### config.mk
export PLATFORM = sky130hd
export DESIGN_NAME = publish_packet_parser_core
export DESIGN_NICKNAME = d
export VERILOG_FILES = /design/src/hw/rtl/ppp_pkg.sv /design/src/hw/rtl/ppp_front.sv /design/src/hw/rtl/ppp_back.sv /design/src/hw/rtl/ppp_out_q.sv /design/src/hw/rtl/publish_packet_parser_core.sv
export SDC_FILE = /design/constraint.sdc
export NUM_CORES = 1
export LEC_CHECK = 0
export BUFFER_PORTS_ARGS = -buffer_cell sky130_fd_sc_hd__buf_2
export CELL_PAD_IN_SITES_DETAIL_PLACEMENT = 0
export CELL_PAD_IN_SITES_GLOBAL_PLACEMENT = 2
export CORE_AREA = 2 2 174 176
export CTS_CLUSTER_SIZE = 10
export DETAILED_ROUTE_END_ITERATION = 12
export DIE_AREA = 0 0 176 178
export GPL_TIMING_DRIVEN = 0
export PLACE_DENSITY = 0.83
export SETUP_SLACK_MARGIN = 0.02
export SLEW_MARGIN = 40
export SYNTH_ARGS = -nofsm -noshare
export SYNTH_HDL_FRONTEND = slang
export SYNTH_SLANG_ARGS = --single-unit
### constraint.sdc
create_clock -name clk_i -period 23.6 [get_ports clk_i]
set_clock_uncertainty 0.15 [all_clocks]
set_input_delay 4.72 -clock clk_i [delete_from_list [all_inputs] [get_ports clk_i]]
set_output_delay 4.72 -clock clk_i [all_outputs]
set_load 0.02 [all_outputs]
### src/hw/rtl/ppp_pkg.sv
// ---------------------------------------------------------------------------
// ppp_pkg: shared types and constants for the publish packet parser
// Word formats of both channels, parser phases, result codes, queue sizes.
// ---------------------------------------------------------------------------
package ppp_pkg;

  // Queue sizes: depth must stay a power of two so pointers wrap naturally
  localparam int unsigned QDepth = 2;
  localparam int unsigned QAw    = $clog2(QDepth);
  localparam int unsigned QCw    = $clog2(QDepth + 1);

  localparam logic [3:0] PKT_TYPE_PUBLISH = 4'h3;
  localparam logic [1:0] QOS_NONE         = 2'd0;
  localparam logic [1:0] QOS_INVALID      = 2'd3;

  typedef enum logic [2:0] {
    PH_IDLE    = 3'd0,
    PH_LEN     = 3'd1,
    PH_TLEN_HI = 3'd2,
    PH_TLEN_LO = 3'd3,
    PH_TOPIC   = 3'd4,
    PH_ID_HI   = 3'd5,
    PH_ID_LO   = 3'd6,
    PH_PAYLOAD = 3'd7
  } phase_e;

  typedef enum logic [1:0] {
    KIND_TOPIC   = 2'd0,
    KIND_PAYLOAD = 2'd1,
    KIND_ACK     = 2'd2,
    KIND_ERROR   = 2'd3
  } kind_e;

  typedef enum logic [1:0] {
    ACK_NONE   = 2'd0,
    ACK_PUBACK = 2'd1,
    ACK_PUBREC = 2'd2
  } ack_e;

  typedef enum logic [2:0] {
    ERR_NONE      = 3'd0,
    ERR_LEN_LONG  = 3'd1,
    ERR_QOS3      = 3'd2,
    ERR_TOPIC_LEN = 3'd3,
    ERR_TRUNCATED = 3'd4
  } err_e;

  typedef struct packed {
    logic [7:0] data_byte;
    logic       packet_start;
  } in_item_t;

  typedef struct packed {
    kind_e       item_kind;
    logic [7:0]  out_byte;
    logic [27:0] section_index;
    logic        section_last;
    ack_e        ack_kind;
    logic [15:0] packet_ident;
    err_e        error_code;
  } out_item_t;

  // Byte after front-end classification
  typedef struct packed {
    logic [7:0] data_byte;
    logic       packet_start;
    logic       is_publish;
    logic [1:0] qos;
  } class_t;

endpackage

### src/hw/rtl/ppp_front.sv
// ---------------------------------------------------------------------------
// ppp_front: input queue and byte classifier
// Accepts wire bytes, decodes packet type and QoS on control bytes and
// queues the classified words for the parser.
// ---------------------------------------------------------------------------
module ppp_front
  import ppp_pkg::*;
(
  input  logic     clk_i,
  input  logic     rst_ni,
  input  logic     push,
  output logic     full,
  input  in_item_t item_i,
  output logic     valid_o,
  input  logic     ready_i,
  output class_t   word_o
);

  class_t             mem_q [QDepth];
  logic [QAw-1:0]     wr_ptr_q, rd_ptr_q;
  logic [QCw-1:0]     cnt_q;
  class_t             cls;
  logic               wr_en, rd_en;

  always_comb begin
    cls.data_byte    = item_i.data_byte;
    cls.packet_start = item_i.packet_start;
    cls.is_publish   = (item_i.data_byte[7:4] == PKT_TYPE_PUBLISH);
    cls.qos          = cls.is_publish ? item_i.data_byte[2:1] : QOS_NONE;
  end

  assign full    = (cnt_q == QCw'(QDepth));
  assign valid_o = (cnt_q != '0);
  assign word_o  = mem_q[rd_ptr_q];
  assign wr_en   = push && !full;
  assign rd_en   = valid_o && ready_i;

  always_ff @(posedge clk_i or negedge rst_ni) begin
    if (!rst_ni) begin
      wr_ptr_q <= '0;
      rd_ptr_q <= '0;
      cnt_q    <= '0;
    end else begin
      if (wr_en) wr_ptr_q <= wr_ptr_q + 1'b1;
      if (rd_en) rd_ptr_q <= rd_ptr_q + 1'b1;
      unique case ({wr_en, rd_en})
        2'b10:   cnt_q <= cnt_q + 1'b1;
        2'b01:   cnt_q <= cnt_q - 1'b1;
        default: cnt_q <= cnt_q;
      endcase
    end
  end

  always_ff @(posedge clk_i) begin
    if (wr_en) mem_q[wr_ptr_q] <= cls;
  end

endmodule

### src/hw/rtl/ppp_back.sv
// ---------------------------------------------------------------------------
// ppp_back: packet parser state machine
// Walks the length, topic, identifier and payload fields one byte per cycle
// unless the result queue is full; at most one result word per byte.
// ---------------------------------------------------------------------------
module ppp_back
  import ppp_pkg::*;
(
  input  logic      clk_i,
  input  logic      rst_ni,
  input  logic      valid_i,
  output logic      ready_o,
  input  class_t    word_i,
  input  logic      res_full_i,
  output logic      res_valid_o,
  output out_item_t res_o
);

  phase_e      phase_q, phase_d;
  logic [1:0]  len_cnt_q, len_cnt_d;
  logic [27:0] rem_q, rem_d;
  logic [15:0] tlen_q, tlen_d;
  logic [27:0] pos_q, pos_d;
  logic [15:0] ident_q, ident_d;
  logic [1:0]  qos_q, qos_d;
  logic        pub_q, pub_d;

  logic        step;
  logic [7:0]  b;
  logic [27:0] len_part;
  logic [27:0] rem_dec;
  logic [16:0] need;
  logic [28:0] pos_inc;
  logic        topic_last;

  assign ready_o = !res_full_i;
  assign step    = valid_i && !res_full_i;
  assign b       = word_i.data_byte;
  assign rem_dec = rem_q - 28'd1;
  assign pos_inc = {1'b0, pos_q} + 29'd1;

  always_comb begin
    unique case (len_cnt_q)
      2'd0: len_part = {21'b0, b[6:0]};
      2'd1: len_part = {14'b0, b[6:0], 7'b0};
      2'd2: len_part = {7'b0, b[6:0], 14'b0};
      2'd3: len_part = {b[6:0], 21'b0};
      default: len_part = '0;
    endcase
  end

  always_ff @(posedge clk_i or negedge rst_ni) begin
    if (!rst_ni) begin
      phase_q <= PH_IDLE;
    end else begin
      phase_q <= phase_d;
    end
  end

  always_ff @(posedge clk_i or negedge rst_ni) begin
    if (!rst_ni) begin
      len_cnt_q <= '0;
      rem_q     <= '0;
      tlen_q    <= '0;
      pos_q     <= '0;
      ident_q   <= '0;
      qos_q     <= '0;
      pub_q     <= 1'b0;
    end else begin
      len_cnt_q <= len_cnt_d;
      rem_q     <= rem_d;
      tlen_q    <= tlen_d;
      pos_q     <= pos_d;
      ident_q   <= ident_d;
      qos_q     <= qos_d;
      pub_q     <= pub_d;
    end
  end

  always_comb begin
    phase_d     = phase_q;
    len_cnt_d   = len_cnt_q;
    rem_d       = rem_q;
    tlen_d      = tlen_q;
    pos_d       = pos_q;
    ident_d     = ident_q;
    qos_d       = qos_q;
    pub_d       = pub_q;
    res_valid_o = 1'b0;
    res_o       = '{item_kind: KIND_TOPIC, ack_kind: ACK_NONE, error_code: ERR_NONE,
                    default: '0};
    need        = '0;
    topic_last  = 1'b0;

    if (step) begin
      if (word_i.packet_start) begin
        // A new control byte cuts short whatever packet was in flight
        if (phase_q != PH_IDLE) begin
          res_valid_o      = 1'b1;
          res_o.item_kind  = KIND_ERROR;
          res_o.error_code = ERR_TRUNCATED;
        end
        pub_d     = word_i.is_publish;
        qos_d     = word_i.qos;
        len_cnt_d = '0;
        rem_d     = '0;
        tlen_d    = '0;
        pos_d     = '0;
        ident_d   = '0;
        phase_d   = PH_LEN;
      end else begin
        unique case (phase_q)
          PH_IDLE: begin
            phase_d = PH_IDLE;
          end
          PH_LEN: begin
            rem_d = rem_q | len_part;
            if (b[7]) begin
              if (len_cnt_q == 2'd3) begin
                res_valid_o      = 1'b1;
                res_o.item_kind  = KIND_ERROR;
                res_o.error_code = ERR_LEN_LONG;
                phase_d          = PH_IDLE;
              end else begin
                len_cnt_d = len_cnt_q + 2'd1;
              end
            end else if (!pub_q) begin
              phase_d = PH_IDLE;
            end else if (qos_q == QOS_INVALID) begin
              res_valid_o      = 1'b1;
              res_o.item_kind  = KIND_ERROR;
              res_o.error_code = ERR_QOS3;
              phase_d          = PH_IDLE;
            end else if (rem_d < 28'd2) begin
              res_valid_o      = 1'b1;
              res_o.item_kind  = KIND_ERROR;
              res_o.error_code = ERR_TOPIC_LEN;
              phase_d          = PH_IDLE;
            end else begin
              phase_d = PH_TLEN_HI;
            end
          end
          PH_TLEN_HI: begin
            tlen_d  = {b, 8'h00};
            rem_d   = rem_dec;
            phase_d = PH_TLEN_LO;
          end
          PH_TLEN_LO: begin
            tlen_d = {tlen_q[15:8], b};
            rem_d  = rem_dec;
            need   = {1'b0, tlen_d} + ((qos_q != QOS_NONE) ? 17'd2 : 17'd0);
            pos_d  = '0;
            if ({11'b0, need} > rem_d) begin
              res_valid_o      = 1'b1;
              res_o.item_kind  = KIND_ERROR;
              res_o.error_code = ERR_TOPIC_LEN;
              phase_d          = PH_IDLE;
            end else if (tlen_d != '0) begin
              phase_d = PH_TOPIC;
            end else if (qos_q != QOS_NONE) begin
              phase_d = PH_ID_HI;
            end else begin
              phase_d = (rem_d == '0) ? PH_IDLE : PH_PAYLOAD;
            end
          end
          PH_TOPIC: begin
            topic_last          = (pos_inc >= {13'b0, tlen_q});
            rem_d               = rem_dec;
            pos_d               = pos_inc[27:0];
            res_valid_o         = 1'b1;
            res_o.item_kind     = KIND_TOPIC;
            res_o.out_byte      = b;
            res_o.section_index = pos_q;
            res_o.section_last  = topic_last;
            if (topic_last) begin
              if (qos_q != QOS_NONE) begin
                phase_d = PH_ID_HI;
              end else begin
                pos_d   = '0;
                phase_d = (rem_d == '0) ? PH_IDLE : PH_PAYLOAD;
              end
            end
          end
          PH_ID_HI: begin
            ident_d = {b, 8'h00};
            rem_d   = rem_dec;
            phase_d = PH_ID_LO;
          end
          PH_ID_LO: begin
            ident_d            = {ident_q[15:8], b};
            rem_d              = rem_dec;
            pos_d              = '0;
            phase_d            = (rem_d == '0) ? PH_IDLE : PH_PAYLOAD;
            res_valid_o        = 1'b1;
            res_o.item_kind    = KIND_ACK;
            res_o.ack_kind     = ack_e'(qos_q);
            res_o.packet_ident = ident_d;
          end
          PH_PAYLOAD: begin
            rem_d               = rem_dec;
            pos_d               = pos_inc[27:0];
            res_valid_o         = 1'b1;
            res_o.item_kind     = KIND_PAYLOAD;
            res_o.out_byte      = b;
            res_o.section_index = pos_q;
            res_o.section_last  = (rem_q <= 28'd1);
            if (rem_q <= 28'd1) phase_d = PH_IDLE;
          end
          default: phase_d = PH_IDLE;
        endcase
      end
    end
  end

endmodule

### src/hw/rtl/ppp_out_q.sv
// ---------------------------------------------------------------------------
// ppp_out_q: result queue
// Holds parser results until the consumer pops them.
// ---------------------------------------------------------------------------
module ppp_out_q
  import ppp_pkg::*;
(
  input  logic      clk_i,
  input  logic      rst_ni,
  input  logic      wr_i,
  input  out_item_t wr_data_i,
  output logic      full_o,
  output logic      empty,
  input  logic      pop,
  output out_item_t res_o
);

  out_item_t      mem_q [QDepth];
  logic [QAw-1:0] wr_ptr_q, rd_ptr_q;
  logic [QCw-1:0] cnt_q;
  logic           wr_en, rd_en;

  assign full_o = (cnt_q == QCw'(QDepth));
  assign empty  = (cnt_q == '0);
  assign res_o  = mem_q[rd_ptr_q];
  assign wr_en  = wr_i && !full_o;
  assign rd_en  = pop && !empty;

  always_ff @(posedge clk_i or negedge rst_ni) begin
    if (!rst_ni) begin
      wr_ptr_q <= '0;
      rd_ptr_q <= '0;
      cnt_q    <= '0;
    end else begin
      if (wr_en) wr_ptr_q <= wr_ptr_q + 1'b1;
      if (rd_en) rd_ptr_q <= rd_ptr_q + 1'b1;
      unique case ({wr_en, rd_en})
        2'b10:   cnt_q <= cnt_q + 1'b1;
        2'b01:   cnt_q <= cnt_q - 1'b1;
        default: cnt_q <= cnt_q;
      endcase
    end
  end

  always_ff @(posedge clk_i) begin
    if (wr_en) mem_q[wr_ptr_q] <= wr_data_i;
  end

endmodule

### src/hw/rtl/publish_packet_parser_core.sv
// ---------------------------------------------------------------------------
// publish_packet_parser_core: MQTT PUBLISH packet parser
// Splits a byte stream into topic bytes, payload bytes, acknowledgment
// requests and error words.
//
//   channel   direction  handshake           word
//   input     in         push / full         in_item_t  (one wire byte)
//   result    out        empty / pop         out_item_t (zero or one per byte)
//
// One byte per cycle sustained while results are popped. A byte accepted
// goes into the input queue, is parsed combinationally from its head and
// its result is written into the result queue, whose head shows on the
// result ports until popped. full rises only when the result queue stalls
// the parser and the two-word input queue fills behind it.
// Reset clears the queues and the parser state at once; no clearing pass.
// ---------------------------------------------------------------------------
module publish_packet_parser_core
  import ppp_pkg::*;
(
  input  logic      clk_i,
  input  logic      rst_ni,
  input  logic      push,
  output logic      full,
  input  in_item_t  item_i,
  output logic      empty,
  input  logic      pop,
  output out_item_t res_o
);

  logic      fq_valid, fq_ready;
  class_t    fq_word;
  logic      res_valid, oq_full;
  out_item_t res_word;

  ppp_front u_front (
    .clk_i   (clk_i),
    .rst_ni  (rst_ni),
    .push    (push),
    .full    (full),
    .item_i  (item_i),
    .valid_o (fq_valid),
    .ready_i (fq_ready),
    .word_o  (fq_word)
  );

  ppp_back u_back (
    .clk_i       (clk_i),
    .rst_ni      (rst_ni),
    .valid_i     (fq_valid),
    .ready_o     (fq_ready),
    .word_i      (fq_word),
    .res_full_i  (oq_full),
    .res_valid_o (res_valid),
    .res_o       (res_word)
  );

  ppp_out_q u_out_q (
    .clk_i     (clk_i),
    .rst_ni    (rst_ni),
    .wr_i      (res_valid),
    .wr_data_i (res_word),
    .full_o    (oq_full),
    .empty     (empty),
    .pop       (pop),
    .res_o     (res_o)
  );

endmodule

==> results by group <==
Status
  • Status: finished clean

Critical path
  • Start-to-end type of the worst setup path: flip-flop to flip-flop
  • Most common cell type on the critical path: sky130_fd_sc_hd__ha_1
  • Startpoint of the lowest-slack register-to-register path: u_front.rd_ptr_q
  • Biggest cell delay along the critical path: 0.67 ns
  • Reg-to-reg slack, setup: roughly 16 ns
  • CP max stage cell: sky130_fd_sc_hd__clkbuf_1
  • Crit Path Max Fanout: 19
  • Worst Setup Start Kind: flip-flop
  • WP data arrival: 7.40 ns
  • Top cell family by delay on the critical path: buffers and inverters
  • Buffers & Inverters on Critical Path: 7
  • Worst Path Required: 23.69 ns
  • CP startpoint: u_front.rd_ptr_q
  • CP Capture Type: flip-flop

Hold path
  • Class of the most critical hold timing path: flip-flop to flip-flop
  • Hold path startpoint: u_back.ident_q[8]

Yosys
  • Area share of the largest cell type after synthesis: 33.92%
  • Most used standard cell by instance count after synthesis: sky130_fd_sc_hd__edfxtp_1
  • Gate Count Post-Synth: ~1,200
  • Mean post-synth cell area: 10.84 um^2
  • Sequential share of the synthesized area: 52.77%
  • Synth area leaders: sky130_fd_sc_hd__edfxtp_1 34%, sky130_fd_sc_hd__dfrtp_1 19%, sky130_fd_sc_hd__mux2_2 5.6%, sky130_fd_sc_hd__ha_1 3.9%, sky130_fd_sc_hd__nor2_1 3.0%
  • Share of async-settable or async-resettable flops after synthesis: 40.00%
  • Nets in the synthesized netlist: around 1,200
  • Dominant cell type by area after synthesis: sky130_fd_sc_hd__edfxtp_1
  • Summed instance area of the synthesized netlist: 12,750 um^2
  • Most used DFF post-synth: sky130_fd_sc_hd__edfxtp_1
  • Register bit total from synthesis: 240
  • Number of library cell types mapped by synthesis: 71
  • EDFF count, synth: 144
  • Top cells by instance count after synthesis: 144 x sky130_fd_sc_hd__edfxtp_1, 101 x sky130_fd_sc_hd__nor2_1, 97 x sky130_fd_sc_hd__nand2_1
  • Yosys Warn Count: 0

Drt
  • Routed length per instance: 19.92 um
  • Initial detailed-routing violation count: 606
  • Total detailed-routing wirelength: 33.95 mm
  • Via count: 9,572
  • Via-to-Cell Ratio: between 5 and 6
  • Number of nets with antenna violations after routing: 0
  • Number of detailed-routing iterations run before antenna repair: 5
  • Total DRC errors in the routed layout: 0

Clocking
  • Resized cells post-CTS: 0
  • TritonCTS Sinks: 240
  • Number of buffers inserted to repair setup after CTS: 0
  • CTS Hold Buffers Added: 0
  • Clock insertion delay at the later pin of the skew report: 0.57 ns
  • CTS tree: built
  • Clock-pin slew on the worst setup and hold paths: 0.05 ns
  • Number of CTS-inserted buffers: 29
  • Clock buffer depth: 3
  • CTS Root Buffer Type: sky130_fd_sc_hd__clkbuf_16
  • Number of H-tree levels: 1

Global routing
  • GRT Total Usage: between 20% and 30%
  • Global-route wire length before repair: 53.61 mm
  • Number of global-route vias before repair: 9,312
  • Number of antenna violations at the first check in global routing: 0
  • Overflow left after global routing: 0
  • Largest net degree at the start of global routing: between 60 and 70

Die
  • Floorplan Core Area: 29,400 um^2
  • Die width: 176 um
  • Die area: between 30,000 and 40,000 um^2
  • Cell row count: 63
  • Top Ports: 75
  • Vert. Die Dim: 178 um
  • Starting density of the core: 43.36%

Layout
  • Fin nets: 1,344
  • Ant. Diodes: 0
  • Final non-filler cell total: 1,704
  • Fraction of layout instances using a drive strength above 1: 16.51%
  • Area delta synth->final: 15.44%

Timing
  • Hold Fails Final Rpt: 0
  • Fraction of the cycle the final worst path needs: ~31%
  • Endpoints failing setup: 0
  • Tmin final: 7.308 ns
  • Peak clock frequency supported by timing: 136.8 MHz
  • Max transition margin: 40.68%
  • Post-Route Setup TNS: 0 ns
  • Measured slew at the worst slew-check pin: ~0.89 ns
  • Final Slew Violations: 0
  • RSZ-0062 raised after global routing: false

Power and ir drop
  • Total power divided by cell area: 155.6 nW/um^2
  • Peak supply drop: 0.07068 mV
  • Leakage power summed over all cells: between 0.005 and 0.006 uW

Place
  • Routability Congestion: 0.8978
  • Post-DP HPWL: between 20 and 25 mm
  • Placed Cells incl. Taps: 1,649
  • IO Port Bufs: 74

Flow run
  • Max-capacitance violation count: 0
area by class of cell:
cell class	instances	area [um^2]
clock inverter	6	35.03
clock buffer	48	797.0
multi-input combinational	845	5741
buffer	51	198.9
inverter	40	150.1
timing repair buffer	84	579.3
tap	390	488.0
fill	2711	14690
sequential	240	6726
tightest hold or removal path: cells and delay by family, from the launching register on:
kind             cells  cell delay (ns)
AO/OA/AOI/OAI        1             0.06
AND/OR/NAND/NOR      1             0.05
flip-flops           1             0.33
routing by layer:
metal  wire length, um  vias up  global-route usage [%]
li1                  -     4606                       -
met1             15830     4668                   30.94
met2             15570      220                   35.60
met3              1636       78                   3.303
met4               920        0                   5.992
met5                 0        -                       0
path summary, 6_finish.rpt:
kind,end,depth (start not counted)
min in group asynchronous,u_back.rem_q[3],1
setup reg to reg,u_out_q.mem_q[0][46],25
hold reg to reg,u_back.ident_q[8],2
hold / removal,u_back.ident_q[8],2
max in group asynchronous,u_back.pos_q[10],2
setup / recovery,u_out_q.mem_q[0][46],25
per-stage QoR:
stage          total power (uW)  utilization (%)  instance area [um^2]  hold slack, ns  setup slack [ns]
2_1_floorplan              1492                -                 12750          0.2902             16.01
3_3_place_gp               1849            46.27                 13610          0.3061             13.14
3_5_place_dp               1891            47.19                 13880          0.3085             16.27
4_1_cts                    2298            50.02                 14710          0.3211             16.23
5_1_grt                    2454            50.05                 14720          0.3431             15.86
6_report                   2290            50.05                 14720          0.3197             16.29
placed cells by master, fill, tap and decap left out, drive strengths merged, types with 21 or more instances in the layout:
cell | Yosys | routed
and2 | 44 | 44
nand2 | 97 | 97
dfrtp | 96 | 96
clkbuf | 46 | 95
inv | 40 | 41
mux2 | 63 | 63
nor3 | 26 | 26
o21ai | 64 | 64
xnor2 | 35 | 35
buf | 5 | 88
ha | 40 | 40
nor4 | 25 | 25
a21oi | 56 | 56
nor2 | 101 | 101
edfxtp | 144 | 144
nand3 | 33 | 33
xor2 | 21 | 21
a22o | 29 | 29
nand4 | 25 | 25
power by group:
| part | leakage (uW) | internal (uW) | switching [uW] |
|---|---|---|---|
| Clock | 0.000398 | 228 | 169 |
| Combinational | 0.00268 | 437 | 795 |
| Sequential | 0.00264 | 589 | 71.1 |
| Total | 0.00572 | 1250 | 1040 |
kinds of logic after synthesis:
family                   after synthesis  share of synthesized area, %
buffers and inverters                 91                         2.719
multiplexers                          79                         6.851
AND/OR/NAND/NOR                      429                         17.30
flip-flops                           240                         52.77
AO/OA/AOI/OAI                        239                         12.42
XOR/XNOR                              56                         3.848
adder cells (fa/ha/maj)               42                         4.093
registers in the layout (all words and copies together), names as in the netlist:
signal and flops:
u_front.cnt_q 2, u_front.mem_q 24, u_back.ident_q 8, u_front.rd_ptr_q 1, u_back.qos_q 2, u_out_q.rd_ptr_q 1, u_back.phase_q 3, u_back.rem_q 28
u_out_q.cnt_q 2, u_back.len_cnt_q 2, u_back.tlen_q 16, u_front.wr_ptr_q 1, u_out_q.mem_q 120, u_back.pos_q 28, u_out_q.wr_ptr_q 1, u_back.pub_q 1
(Power assumes the default switching activity.)
